[src/design/tphc_pkg.sv]
// ----------------------------------------------------------------------------
// tphc_pkg
// Shared types and constants of the tournament Hamiltonian path counter.
// ----------------------------------------------------------------------------
package tphc_pkg;

  localparam int VC_W     = 4;
  localparam int ARC_W    = 28;
  localparam int COUNT_W  = 16;
  localparam int SPREAD_W = 8;
  localparam int PADDR_W  = 3;
  localparam int PDATA_W  = 32;

  localparam logic            REG_VERTEX_COUNT = 1'b0;
  localparam logic [VC_W-1:0] VC_RESET         = 4'd8;

  typedef struct packed {
    logic            start;
    logic [VC_W-1:0] n;
  } job_t;

  typedef enum logic [1:0] {
    TOP_IDLE,
    TOP_TOURN,
    TOP_COUNT,
    TOP_DELIVER
  } top_state_t;

  typedef enum logic [1:0] {
    TS_IDLE,
    TS_PAIRS,
    TS_SCORE,
    TS_DONE
  } tourn_state_t;

  typedef enum logic [1:0] {
    DS_IDLE,
    DS_READ,
    DS_WRITE,
    DS_DONE
  } dp_state_t;

  function automatic int tphc_fact(input int k);
    int f;
    f = 1;
    for (int i = 2; i <= k; i++) begin
      f = f * i;
    end
    return f;
  endfunction

endpackage

[src/design/tphc_tourn.sv]
// ----------------------------------------------------------------------------
// tphc_tourn
// Builds the adjacency rows one vertex pair per cycle, then sums the squared
// score deviations one vertex per cycle.
// ----------------------------------------------------------------------------
module tphc_tourn import tphc_pkg::*; #(
  parameter int MAX_VERTICES = 8
) (
  input  logic                                     clk,
  input  logic                                     rst,
  input  job_t                                     job,
  input  logic [ARC_W-1:0]                         arc_bits,
  output logic [MAX_VERTICES-1:0][MAX_VERTICES-1:0] adj,
  output logic [SPREAD_W-1:0]                      score,
  output logic                                     done
);

  localparam int IW = $clog2(MAX_VERTICES);

  tourn_state_t      state, state_next;
  logic [VC_W-1:0]   n_q;
  logic [VC_W-1:0]   nm1;
  logic [IW-1:0]     i, j, k;
  logic [ARC_W-1:0]  sr;
  logic              i_last, j_last, k_last;
  logic [VC_W-1:0]   pop;
  logic [VC_W:0]     two_s, nm1x, dev;
  logic [9:0]        sq;
  logic [10:0]       sum;
  logic [SPREAD_W-1:0] score_next;

  assign nm1    = n_q - 1'b1;
  assign i_last = (VC_W'(i) == nm1 - 1'b1);
  assign j_last = (VC_W'(j) == nm1);
  assign k_last = (VC_W'(k) == nm1);

  always_comb begin
    pop = '0;
    for (int v = 0; v < MAX_VERTICES; v++) begin
      pop = pop + VC_W'(adj[k][v]);
    end
    two_s      = {pop, 1'b0};
    nm1x       = {1'b0, nm1};
    dev        = (two_s >= nm1x) ? (two_s - nm1x) : (nm1x - two_s);
    sq         = 10'(dev) * 10'(dev);
    sum        = 11'(score) + 11'(sq);
    score_next = (sum > 11'd255) ? '1 : sum[SPREAD_W-1:0];
  end

  always_comb begin
    state_next = state;
    unique case (state)
      TS_IDLE: begin
        if (job.start) begin
          state_next = (job.n == VC_W'(1)) ? TS_SCORE : TS_PAIRS;
        end
      end
      TS_PAIRS: begin
        if (i_last && j_last) state_next = TS_SCORE;
      end
      TS_SCORE: begin
        if (k_last) state_next = TS_DONE;
      end
      TS_DONE:  state_next = TS_IDLE;
      default:  state_next = TS_IDLE;
    endcase
  end

  always_comb begin
    done = (state == TS_DONE);
  end

  always_ff @(posedge clk) begin
    if (rst) begin
      state <= TS_IDLE;
    end else begin
      state <= state_next;
    end
  end

  always_ff @(posedge clk) begin
    if (job.start && (state == TS_IDLE)) begin
      n_q   <= job.n;
      sr    <= arc_bits;
      i     <= '0;
      j     <= IW'(1);
      k     <= '0;
      score <= '0;
      adj   <= '0;
    end else if (state == TS_PAIRS) begin
      if (sr[0]) begin
        adj[i][j] <= 1'b1;
      end else begin
        adj[j][i] <= 1'b1;
      end
      sr <= sr >> 1;
      if (j_last) begin
        i <= i + 1'b1;
        j <= i + IW'(2);
      end else begin
        j <= j + 1'b1;
      end
    end else if (state == TS_SCORE) begin
      score <= score_next;
      k     <= k + 1'b1;
    end
  end

endmodule

[config.mk]
export PLATFORM = sky130hd
export DESIGN_NAME = tphc_tourn
export DESIGN_NICKNAME = d
export VERILOG_FILES = /design/src/design/tphc_pkg.sv /design/src/design/tphc_tourn.sv
export SDC_FILE = /design/constraint.sdc
export NUM_CORES = 1
export LEC_CHECK = 0
export BUFFER_PORTS_ARGS = -buffer_cell sky130_fd_sc_hd__buf_4
export CORE_MARGIN = 4
export CORE_UTILIZATION = 39
export CTS_CLUSTER_DIAMETER = 80
export DETAILED_ROUTE_END_ITERATION = 8
export SYNTH_ARGS = -nofsm -noshare
export SYNTH_HDL_FRONTEND = slang
export SYNTH_SLANG_ARGS = --single-unit
[constraint.sdc]
create_clock -name clk -period 9.38 [get_ports clk]
set_input_delay 1.876 -clock clk [delete_from_list [all_inputs] [get_ports clk]]
set_output_delay 1.876 -clock clk [all_outputs]
set_load 0.03 [all_outputs]
==> impl_summary.log <==
INFO  metric worst-r2r-setup-slack = 0.55 ns
INFO  metric finalNetCount = 993
INFO  metric dr.pass1.iters = 5
INFO  metric drt-vias-per-instance = 5.35
INFO  metric worstPathRequired = 9.69 ns
INFO  metric slew_violations = 0
INFO  metric first_pass_grt_wire_length = 30,500 um
INFO  metric route.vias.total = 6,084
INFO  metric cts.clk_slew.worst_paths = 0.06 ns
INFO  metric total_cts_buffers = 17
INFO  metric critical_path.endpoint = score[6]$_SDFFE_PP0P_
INFO  metric synth.lib_cells_used.distinct = 54
INFO  metric row_count = 48
INFO  metric post-route-min-period = 8.83 ns
INFO  metric first_iter_violations = 495
INFO  metric max-vdd-ir-drop = 671 uV
INFO  metric cts-hold-fix-buffers = 0
INFO  metric syn-instance-count = 822
INFO  metric clockRootBuffer = sky130_fd_sc_hd__clkbuf_16
INFO  metric seq_power_share = 0.218
INFO  metric fmax = 113 MHz
INFO  metric worstMarginPinSlew = 1.13 ns
INFO  metric met2WireLength = 8740 um
INFO  metric timing.max_cap.violations = 0
INFO  metric hold_violations = 0
INFO  metric cts_tree = built
INFO  metric critical_register_to_register_path_startpoint = k[1]$_SDFFE_PP0P_
INFO  metric port-buffer-count = 107
INFO  metric crit_path_frequent_cell = sky130_fd_sc_hd__fa_1
INFO  metric dieArea = 20,200 um2
INFO  metric wire_length_on_met1 = 8960 um
INFO  metric initial_utilization = 0.402
INFO  metric clock_power_share = 0.195
INFO  metric timing.critical_path.to_type = flop
INFO  metric synth-seq-area-share = 0.375
INFO  metric drt_wl_total = 19,300 um
INFO  metric routability_driven_placement_congestion_ratio = 0.841
INFO  metric tritoncts_num_sinks = 115
INFO  metric first_global_vias = 5,645
INFO  metric outcome = complete, no violations
INFO  metric worstSetupPathType = flop to flop
INFO  metric power.leakage = 3.64 nW
INFO  metric ys_seq_elements = 115
INFO  metric max_fo_critical_path = 7
INFO  metric detailroute.wirelength.met3 = 1240 um
INFO  metric synthesis.nets = 915
INFO  metric avgSynthCellArea = 8.52 um2
INFO  metric yosys_warnings = 0
INFO  metric crit_path_max_incr_delay = 0.56 ns
INFO  metric synth_edf_count = 32
INFO  metric cp-start-kind = flop
INFO  metric worstPathArrival = 9.15 ns
INFO  metric grt_max_degree = 104
INFO  metric grt_overflow_total = 0
INFO  metric top_layer_used = met4
INFO  metric synth_flop_cell = sky130_fd_sc_hd__dfxtp_1
INFO  metric fin_worst_hold_slack = 0.498 ns
INFO  metric drive_gt1_frac = 0.220
INFO  metric p_comb_frac = 0.587
INFO  metric cpMaxStageDelayCell = sky130_fd_sc_hd__fa_1
INFO  metric clk_path_buf_depth = 2
INFO  metric max_slew_margin = 0.245
INFO  metric clock_latency_of_the_later_clocked_register_in_the_worst_skew_pair = 0.42 ns
INFO  metric synthToLayoutAreaGrowth = 22.0%
INFO  metric cts_max_level = 4
INFO  metric async_reset_ff_frac = 0
INFO  metric power = 3.28 mW
INFO  metric internal-power = 1.81 mW
INFO  metric antenna_cells = 0
INFO  metric crit-reg2reg-capture = score[6]$_SDFFE_PP0P_
INFO  metric worst_r2r_path_depth = 30
INFO  metric antenna_violating_nets_post_route = 0
INFO  metric critPathLaunch = k[1]$_SDFFE_PP0P_
INFO  metric post-route-drc-count = 0
INFO  metric min-delay-path-class = flop to flop
INFO  metric post-route-period-util = 0.942
INFO  metric die_width = 142 um
INFO  metric power_density = 384 nW/um2
INFO  metric synth.cell_area = 7000 um2
INFO  metric worst-path-buf-inv = 7
INFO  metric setup_violations = 0
INFO  metric routedWlPerCell = 16.9 um
INFO  metric switching_fraction_of_total_power = 0.449
INFO  metric antenna_violations_before_repair = 0
INFO  metric post-dp-hpwl = 13,000 um
INFO  metric category_of_cells_accounting_for_the_largest_share_of_critical_path_delay = adder cells
INFO  metric layout.cells.most_common = sky130_fd_sc_hd__nand2_1
INFO  metric die_y = 142 um
INFO  metric final_cell_mix = sky130_fd_sc_hd__nand2_1, sky130_fd_sc_hd__buf_4, sky130_fd_sc_hd__nor2_1
INFO  metric crit_cells = 30
INFO  metric power_switching = 1.48 mW
INFO  metric global_route.usage.total = 0.192
INFO  metric core_area = 17,400 um2
INFO  metric io-pin-count = 108
INFO  metric finClkSkew = 0.00973 ns
==> sequential cells by signal, indices dropped and copies added (netlist names) <==
| signal | count |
|---|---|
| adj | 64 |
| state | 2 |
| j | 3 |
| i | 3 |
| k | 3 |
| score | 8 |
| n_q | 4 |
| sr | 28 |
==> Yosys cell counts, types with 5 or more instances <==
library cell,n,share of area
sky130_fd_sc_hd__a21oi_1,56,0.040
sky130_fd_sc_hd__buf_1,7,0.0038
sky130_fd_sc_hd__and2_1,6,0.0054
sky130_fd_sc_hd__fa_1,16,0.046
sky130_fd_sc_hd__nand2_1,140,0.075
sky130_fd_sc_hd__nor2b_1,7,0.0063
sky130_fd_sc_hd__edfxtp_1,32,0.14
sky130_fd_sc_hd__xor2_1,7,0.0088
sky130_fd_sc_hd__mux2i_1,5,0.0071
sky130_fd_sc_hd__o22ai_1,6,0.0054
sky130_fd_sc_hd__mux4_2,16,0.051
sky130_fd_sc_hd__dfxtp_1,83,0.24
sky130_fd_sc_hd__inv_1,37,0.020
sky130_fd_sc_hd__xnor2_1,16,0.020
sky130_fd_sc_hd__o221a_2,8,0.013
sky130_fd_sc_hd__ha_1,42,0.075
sky130_fd_sc_hd__nor2_1,90,0.048
sky130_fd_sc_hd__mux2_2,10,0.016
sky130_fd_sc_hd__nand3_1,53,0.038
sky130_fd_sc_hd__or2_2,5,0.0045
sky130_fd_sc_hd__clkbuf_1,49,0.026
sky130_fd_sc_hd__buf_2,7,0.0050
sky130_fd_sc_hd__o21ai_0,57,0.041
sky130_fd_sc_hd__a31oi_1,18,0.016
==> layer usage <==
layer / global-route usage / vias to the layer above
met2: 0.291 / 203
met1: 0.269 / 2875
li1: - / 2983
met3: 0.0491 / 23
met4: 0.0652 / 0
met5: 0 / -
==> worst min-delay path, stage by stage, from the launching register on <==
cell and delay (ns):
sky130_fd_sc_hd__dfxtp_1 0.34, sky130_fd_sc_hd__a21oi_1 0.05, sky130_fd_sc_hd__nor2_1 0.07
==> worst min path at each step <==
stage,start,end,slack (ns),cells after the start
floorplan,sr[1]$_DFFE_PP_,sr[0]$_DFFE_PP_,0.49,2
global placement,adj[12]$_SDFFE_PP0P_,adj[12]$_SDFFE_PP0P_,0.48,2
detailed placement,adj[10]$_SDFFE_PP0P_,adj[10]$_SDFFE_PP0P_,0.48,2
CTS,adj[12]$_SDFFE_PP0P_,adj[12]$_SDFFE_PP0P_,0.50,2
global route,sr[22]$_DFFE_PP_,sr[21]$_DFFE_PP_,0.53,2
finish,adj[12]$_SDFFE_PP0P_,adj[12]$_SDFFE_PP0P_,0.50,2
==> repair_timing <==
action | in CTS | in global routing
setup buffers | 0 | 1
resized for setup | 0 | 2
setup endpoints to repair | 0 | 8
endpoints found under the hold margin | 0 | 0
==> stage by stage <==
step                      area [um2]  setup WS [ns]  TNS (ns)   util  cells
after floorplan                 7000          0.903         0      -    822
after global placement          7950          0.637         0  0.456   1105
after detailed placement        7950          0.378         0  0.456   1105
after CTS                       8520          0.334         0  0.489   1137
after global routing            8540       -0.00352  -0.00599  0.490   1138
final                           8540          0.548         0  0.490   1138
==> final cells by class <==
type,instances,area [um2]
fillers,1686,8880
multi-input cells,605,4000
repair buffers,122,916
flip-flops and latches,115,2620
clock inverters,12,135
clock buffers,20,440
inverters,39,148
well taps,225,282
==> kinds of logic (layout without fill, tap and decap cells) <==
family                   count (synthesis)  after routing  synth area share
multiplexers                            31             31            0.0747
flip-flops                             115            115             0.375
AO/OA/AOI/OAI                          167            167             0.140
buffers and inverters                  102            193            0.0561
XOR/XNOR                                23             23            0.0288
adder cells (fa/ha/maj)                 58             58             0.121
AND/OR/NAND/NOR                        326            326             0.205
==> power by group through the flow <==
stage	clock network [mW]	logic (mW)	registers, mW
after global routing	0.672	2.20	0.728
after floorplan	0	1.51	0.723
after global placement	0	1.89	0.723
final	0.639	1.93	0.716
after detailed placement	0	1.92	0.726
after CTS	0.652	1.93	0.717
(Power assumes the default switching activity.)
