==> src/design/tphc_pkg.sv <==
// ----------------------------------------------------------------------------
// tphc_pkg
// Shared types and constants of the tournament Hamiltonian path counter.
// ----------------------------------------------------------------------------
package tphc_pkg;

  localparam int VC_W     = 4;
  localparam int ARC_W    = 28;
  localparam int COUNT_W  = 16;
  localparam int SPREAD_W = 8;
  localparam int PADDR_W  = 3;
  localparam int PDATA_W  = 32;

  localparam logic            REG_VERTEX_COUNT = 1'b0;
  localparam logic [VC_W-1:0] VC_RESET         = 4'd8;

  typedef struct packed {
    logic            start;
    logic [VC_W-1:0] n;
  } job_t;

  typedef enum logic [1:0] {
    TOP_IDLE,
    TOP_TOURN,
    TOP_COUNT,
    TOP_DELIVER
  } top_state_t;

  typedef enum logic [1:0] {
    TS_IDLE,
    TS_PAIRS,
    TS_SCORE,
    TS_DONE
  } tourn_state_t;

  typedef enum logic [1:0] {
    DS_IDLE,
    DS_READ,
    DS_WRITE,
    DS_DONE
  } dp_state_t;

  function automatic int tphc_fact(input int k);
    int f;
    f = 1;
    for (int i = 2; i <= k; i++) begin
      f = f * i;
    end
    return f;
  endfunction

endpackage

==> src/design/tphc_regs.sv <==
// ----------------------------------------------------------------------------
// tphc_regs
// Configuration register file on the APB-style port.
// ----------------------------------------------------------------------------
module tphc_regs import tphc_pkg::*; (
  input  logic               clk,
  input  logic               rst,
  input  logic               psel,
  input  logic               penable,
  input  logic               pwrite,
  input  logic [PADDR_W-1:0] paddr,
  input  logic [PDATA_W-1:0] pwdata,
  output logic [PDATA_W-1:0] prdata,
  output logic               pready,
  output logic [VC_W-1:0]    vertex_count
);

  logic wr_en;

  assign pready = 1'b1;
  assign wr_en  = psel && penable && pwrite && pready;

  always_ff @(posedge clk) begin
    if (rst) begin
      vertex_count <= VC_RESET;
    end else if (wr_en && (paddr[2] == REG_VERTEX_COUNT)) begin
      vertex_count <= pwdata[VC_W-1:0];
    end
  end

  always_comb begin
    unique case (paddr[2])
      REG_VERTEX_COUNT: prdata = PDATA_W'(vertex_count);
      default:          prdata = '0;
    endcase
  end

endmodule

==> config.mk <==
export PLATFORM = sky130hd
export DESIGN_NAME = tphc_regs
export DESIGN_NICKNAME = d
export VERILOG_FILES = /design/src/design/tphc_pkg.sv /design/src/design/tphc_regs.sv
export SDC_FILE = /design/constraint.sdc
export NUM_CORES = 1
export LEC_CHECK = 0
export BUFFER_PORTS_ARGS = -buffer_cell sky130_fd_sc_hd__buf_2
export CORE_MARGIN = 10
export CORE_UTILIZATION = 24
export DETAILED_ROUTE_END_ITERATION = 10
export HOLD_SLACK_MARGIN = 0.06
export MAX_ROUTING_LAYER = met4
export PLACE_DENSITY = 0.84
export REMOVE_ABC_BUFFERS = 1
export SYNTH_ARGS = -nofsm -noshare
export SYNTH_HDL_FRONTEND = slang
export SYNTH_SLANG_ARGS = --single-unit
==> constraint.sdc <==
create_clock -name clk -period 0.9 [get_ports clk]
set_clock_uncertainty 0.15 [all_clocks]
set_input_delay 0.18 -clock clk [delete_from_list [all_inputs] [get_ports clk]]
set_output_delay 0.18 -clock clk [all_outputs]
set_load 0.02 [all_outputs]
==> flow_summary.json, run 1 <==
{
  "hp-class": "in2reg",
  "yosys_warnings": 0,
  "arrival_ns": 0.88,
  "grt_pass1_wl_um": 1970,
  "synth_xor_area_share_pct": 0,
  "synth_cell_type_count": 9,
  "ys_ff_latch": 4,
  "synth_seq_area_share_pct": 17.9,
  "power.density_nw_per_um2": 1020,
  "clkLatencyLatePin_ns": 0.23,
  "die_w_um": 63.1,
  "p_total_mw": 0.622,
  "grt_pass1_vias": 409,
  "whs_ns": 0.0585,
  "start_util_pct": 25.6,
  "rows": 15,
  "fin_setup_tns_ns": -2.13,
  "cp_data_required_time_ns": 0.57,
  "clockBufferDepth": 2,
  "slew_violations": 0,
  "overflow": 0,
  "numCtsBuffers": 3,
  "drt_iter0_markers": 2,
  "hold_violations": 0,
  "ios": 77,
  "avgSynthCellArea_sq_um": 8.43,
  "io_buffers": 17,
  "grt_use_total_pct": 6.70,
  "routed-via-count": 330,
  "largest_reg_flops": 4,
  "synth_top_family_by_area": "buffers and inverters",
  "start_kind": "flip-flop",
  "synth.area.mux_share_pct": 8.96,
  "synth-compound-area-share_pct": 0,
  "cts_tree": "yes",
  "clock_sinks": 4,
  "endpoint_kind": "output pin",
  "nets": 119,
  "wirelength_um": 1340,
  "ir_drop_mv": 0.548,
  "maxCapViolCount": 0,
  "synth_area_sq_um": 447,
  "antenna_found_initial": 0,
  "synthToLayoutAreaGrowth_pct": 36.7,
  "diodes": 0,
  "finalSetupViolations": 11,
  "reg_top3": "vertex_count x4",
  "fin_cells": 102,
  "drive_gt1_share_pct": 49.4,
  "finalWorstSetupSlack_ns": -0.311,
  "fmax_ghz": 0.825,
  "drc": 0,
  "place_inst": 96,
  "viasPerCell": 3.24,
  "avgRoutedWirePerCell_um": 13.1,
  "first_pass_iters": 2,
  "rsz0062_at_grt": "true",
  "die_y_um": 63.1,
  "clk_pin_slew_ns": 0.04,
  "synth_cells": 53,
  "p_leak_nw": 0.325,
  "die_area_sq_um": 3990,
  "hpwl_um": 1120,
  "htree_levels": 1,
  "min_period_ns": 1.21,
  "largest_register": "vertex_count",
  "outcome": "finished, violations left",
  "violations": "setup timing",
  "root_buffer": "clkbuf_4",
  "crit_fanout": 2,
  "ant_nets": 0,
  "synthAdderAreaFrac_pct": 0,
  "synth-simple-area-share_pct": 20.2,
  "gpl.final_weighted_congestion": 0.656,
  "critical_path_class": "reg2out",
  "core_sq_um": 1750,
  "dp_slack_ns": -0.271,
  "final.period_utilization_pct": 135,
  "grt_max_degree": 9
}
[report_power, final]
group	switching (mW)	internal, mW	leakage [nW]
logic	0.151	0.0593	0.278
registers	0.00272	0.183	0.0334
clock network	0.0764	0.149	0.0138
total	0.230	0.392	0.325
[area by class of cell]
class                      instances  area (sq um)
clock buffer                       3          22.5
fill                             185          1130
multi-input combinational         46           255
sequential                         4          85.1
tap                               25          31.3
timing repair buffer              24           216
[placed cells by master (no fill, tap or decap)]
cell type	Yosys	routed
conb_1	2	29
buf_6	1	15
buf_2	0	8
nand2b_1	6	5
and2b_2	4	4
mux2i_1	4	4
dfxtp_2	0	4
clkbuf_4	0	3
nand2b_4	0	1
and4b_2	0	1
nor2_4	0	1
nor2_1	2	1
buf_4	29	1
[routing by layer]
metal  global-route usage (%)  vias to the layer above  share of wire (%)
met5                        -                        -                  0
met1                     3.83                      154                 23
li1                         -                      153                  -
met2                     12.6                       21                 64
met4                     5.03                        0                1.4
met3                     4.77                        2                 11
[cell usage after synthesis]
cell type  instances  share of area (%)
and2b_2            4                7.8
and4b_1            1                2.2
buf_4             29                 49
buf_6              1                2.5
conb_1             2                1.7
dfxtp_1            4                 18
mux2i_1            4                9.0
nand2b_1           6                8.4
nor2_1             2                1.7
[repair_timing]
action,4_1_cts,5_1_grt
pin swaps,0,1
resized for setup,26,7
buffers inserted,2,2
endpoints found under the hold margin,1,1
setup endpoints to repair,10,12
[through the flow]
stage	area, sq um	util (%)
6_report	611	35.0
5_1_grt	611	35.0
4_1_cts	578	33.1
3_5_place_dp	465	26.7
3_3_place_gp	465	26.7
2_1_floorplan	319	-
[logic make-up (layout without fill, tap and decap cells)]
kind of cell           Yosys count  after routing
buffers and inverters           30             27
flip-flops                       4              4
multiplexers                     4              4
other                            2             29
AND/OR/NAND/NOR                 13             13
[worst max-delay path, stage by stage, from the launching register on]
cell     delay (ns)
dfxtp_2        0.32
and2b_2        0.20
buf_6          0.13
[path summary, 6_finish.rpt]
check	from	slack [ns]	depth (start not counted)	endpoint
worst max-delay path	vertex_count[2]$_SDFFE_PP0P_	-0.31	2	prdata[2]
worst min-delay path	pwdata[2]	0.06	3	vertex_count[2]$_SDFFE_PP0P_
worst max register to register	vertex_count[3]$_SDFFE_PP1P_	-0.04	4	vertex_count[3]$_SDFFE_PP1P_
worst min register to register	vertex_count[0]$_SDFFE_PP0P_	0.44	3	vertex_count[0]$_SDFFE_PP0P_
Note: power is estimated with default switching activity, not from simulation.
==> run 2, diff against run 1 <==
Settings changed: SKIP_CTS_REPAIR_TIMING set to 1.
==> flow_summary.json, run 2 (synthesis gave the netlist of run 1 again) <==
{
  "clkLatencyLatePin_ns": 0.24,
  "core_sq_um": 1750,
  "slew_violations": 0,
  "netSwitchingFraction_pct": 37.2,
  "holdPathStages": 3,
  "grt_pass1_wl_um": 1760,
  "cpMaxStageDelayCell": "dfxtp_2",
  "grt_max_degree": 9,
  "start_kind": "flip-flop",
  "reg_top3": "vertex_count x4",
  "rsz0062_at_grt": "true",
  "final.period_utilization_pct": 135,
  "diodes": 0,
  "crit_family": "flip-flops",
  "critical_path_class": "reg2out",
  "seq_area_sq_um": 85.1,
  "final_area_sq_um": 572,
  "root_buffer": "clkbuf_4",
  "violations": "setup timing",
  "nets": 116,
  "gpl.final_weighted_congestion": 0.656,
  "grt_use_total_pct": 6.08,
  "finalWorstSetupSlack_ns": -0.314,
  "start_util_pct": 25.6,
  "p_switching_mw": 0.229,
  "overflow": 0,
  "r2r_end": "vertex_count[3]$_SDFFE_PP1P_",
  "worstRegToRegCells": 3,
  "routed-via-count": 319,
  "ir_drop_mv": 0.525,
  "pwr-share-comb_pct": 33.1,
  "hold_violations": 0,
  "clockBufferDepth": 2,
  "hpwl_um": 1120,
  "maxCapViolCount": 0,
  "clk_pin_slew_ns": 0.04,
  "largest_register": "vertex_count",
  "drc": 0,
  "worst-path-buf-inv": 1,
  "drt_iter0_markers": 2,
  "place_area_sq_um": 465,
  "power.share.sequential_pct": 30.1,
  "htree_levels": 1,
  "fmax_ghz": 0.824,
  "grt_pass1_vias": 345,
  "p_int_mw": 0.387,
  "die_area_sq_um": 3990,
  "numCtsBuffers": 3,
  "power.density_nw_per_um2": 1080,
  "avgRoutedWirePerCell_um": 13.3,
  "die_w_um": 63.1,
  "layout_commonest_cell": "conb_1",
  "clockPowerShare_pct": 36.8,
  "slowest_delay_ns": 0.32,
  "cts_tree": "yes",
  "p_leak_nw": 0.306,
  "arrival_ns": 0.88,
  "fill_cells": 197,
  "r2r_setup_slack_ns": 0.05,
  "antenna_found_initial": 0,
  "hp-class": "in2reg",
  "ios": 77,
  "viasPerCell": 3.22,
  "outcome": "finished, violations left",
  "clock_sinks": 4,
  "cp_data_required_time_ns": 0.57,
  "die_y_um": 63.1,
  "r2r-start": "vertex_count[3]$_SDFFE_PP1P_",
  "drive_gt1_share_pct": 47.3,
  "largest_reg_flops": 4,
  "synthToLayoutAreaGrowth_pct": 28.0,
  "io_buffers": 17,
  "finalSetupViolations": 8,
  "final_cell_mix": "conb_1 (29), buf_6 (12), buf_2 (8)",
  "ant_nets": 0,
  "min-delay-start": "pwdata[2]",
  "multiInputGateArea_sq_um": 250,
  "min_period_ns": 1.21,
  "first_pass_iters": 2,
  "critical_path.cell_chain": "and2b_2 > buf_6",
  "rows": 15,
  "hold_end": "vertex_count[2]$_SDFFE_PP0P_",
  "wirelength_um": 1320,
  "crit_fanout": 2,
  "endpoint_kind": "output pin",
  "whs_ns": 0.0602
}
## run 2: routing by layer
metal	GRT usage, %	up-vias	wire (um)
li1	-	146	-
met1	3.24	154	296
met2	11.5	19	874
met3	4.77	0	149
met4	4.19	0	0
met5	-	-	0
## run 2: worst max path at each step
stage / from / to / cells after the start
final: vertex_count[2]$_SDFFE_PP0P_ / prdata[2] / 2
after CTS: vertex_count[3]$_SDFFE_PP1P_ / prdata[3] / 2
after detailed placement: paddr[2] / vertex_count[0]$_SDFFE_PP0P_ / 3
after global routing: vertex_count[2]$_SDFFE_PP0P_ / prdata[2] / 2
after floorplan: vertex_count[0]$_SDFFE_PP0P_ / prdata[0] / 1
after global placement: paddr[2] / vertex_count[3]$_SDFFE_PP1P_ / 3
## run 2: layout make-up
| cell class | instances | area share, % |
|---|---|---|
| well taps | 25 | 5.47 |
| clock buffers | 3 | 3.94 |
| flip-flops and latches | 4 | 14.9 |
| multi-input cells | 46 | 43.8 |
| repair buffers | 21 | 31.9 |
## run 2: worst register-to-register path: cells and delay by family (launching register included)
kind | cells | cell delay (ns)
muxes | 1 | 0.07
buffers and inverters | 1 | 0.13
and+or+nand+nor | 1 | 0.07
DFF | 1 | 0.31
## run 2: power by group through the flow
stage          logic [mW]  clock network, mW  registers (mW)
2_1_floorplan       0.131                  0           0.192
3_3_place_gp        0.175                  0           0.187
3_5_place_dp        0.177                  0           0.187
4_1_cts             0.178              0.242           0.184
5_1_grt             0.219              0.259           0.186
6_report            0.204              0.227           0.185
## run 2: stage by stage
step           power [mW]  setup WS, ns  cells  utilization, %  setup TNS (ns)
2_1_floorplan       0.324       -0.0969     50               -          -0.493
5_1_grt             0.664        -0.347     99            32.8           -2.37
4_1_cts             0.603        -0.339     99            28.0           -2.38
6_report            0.616        -0.314     99            32.8           -2.08
3_3_place_gp        0.361        -0.182     96            26.7           -1.05
3_5_place_dp        0.364        -0.271     96            26.7           -1.39
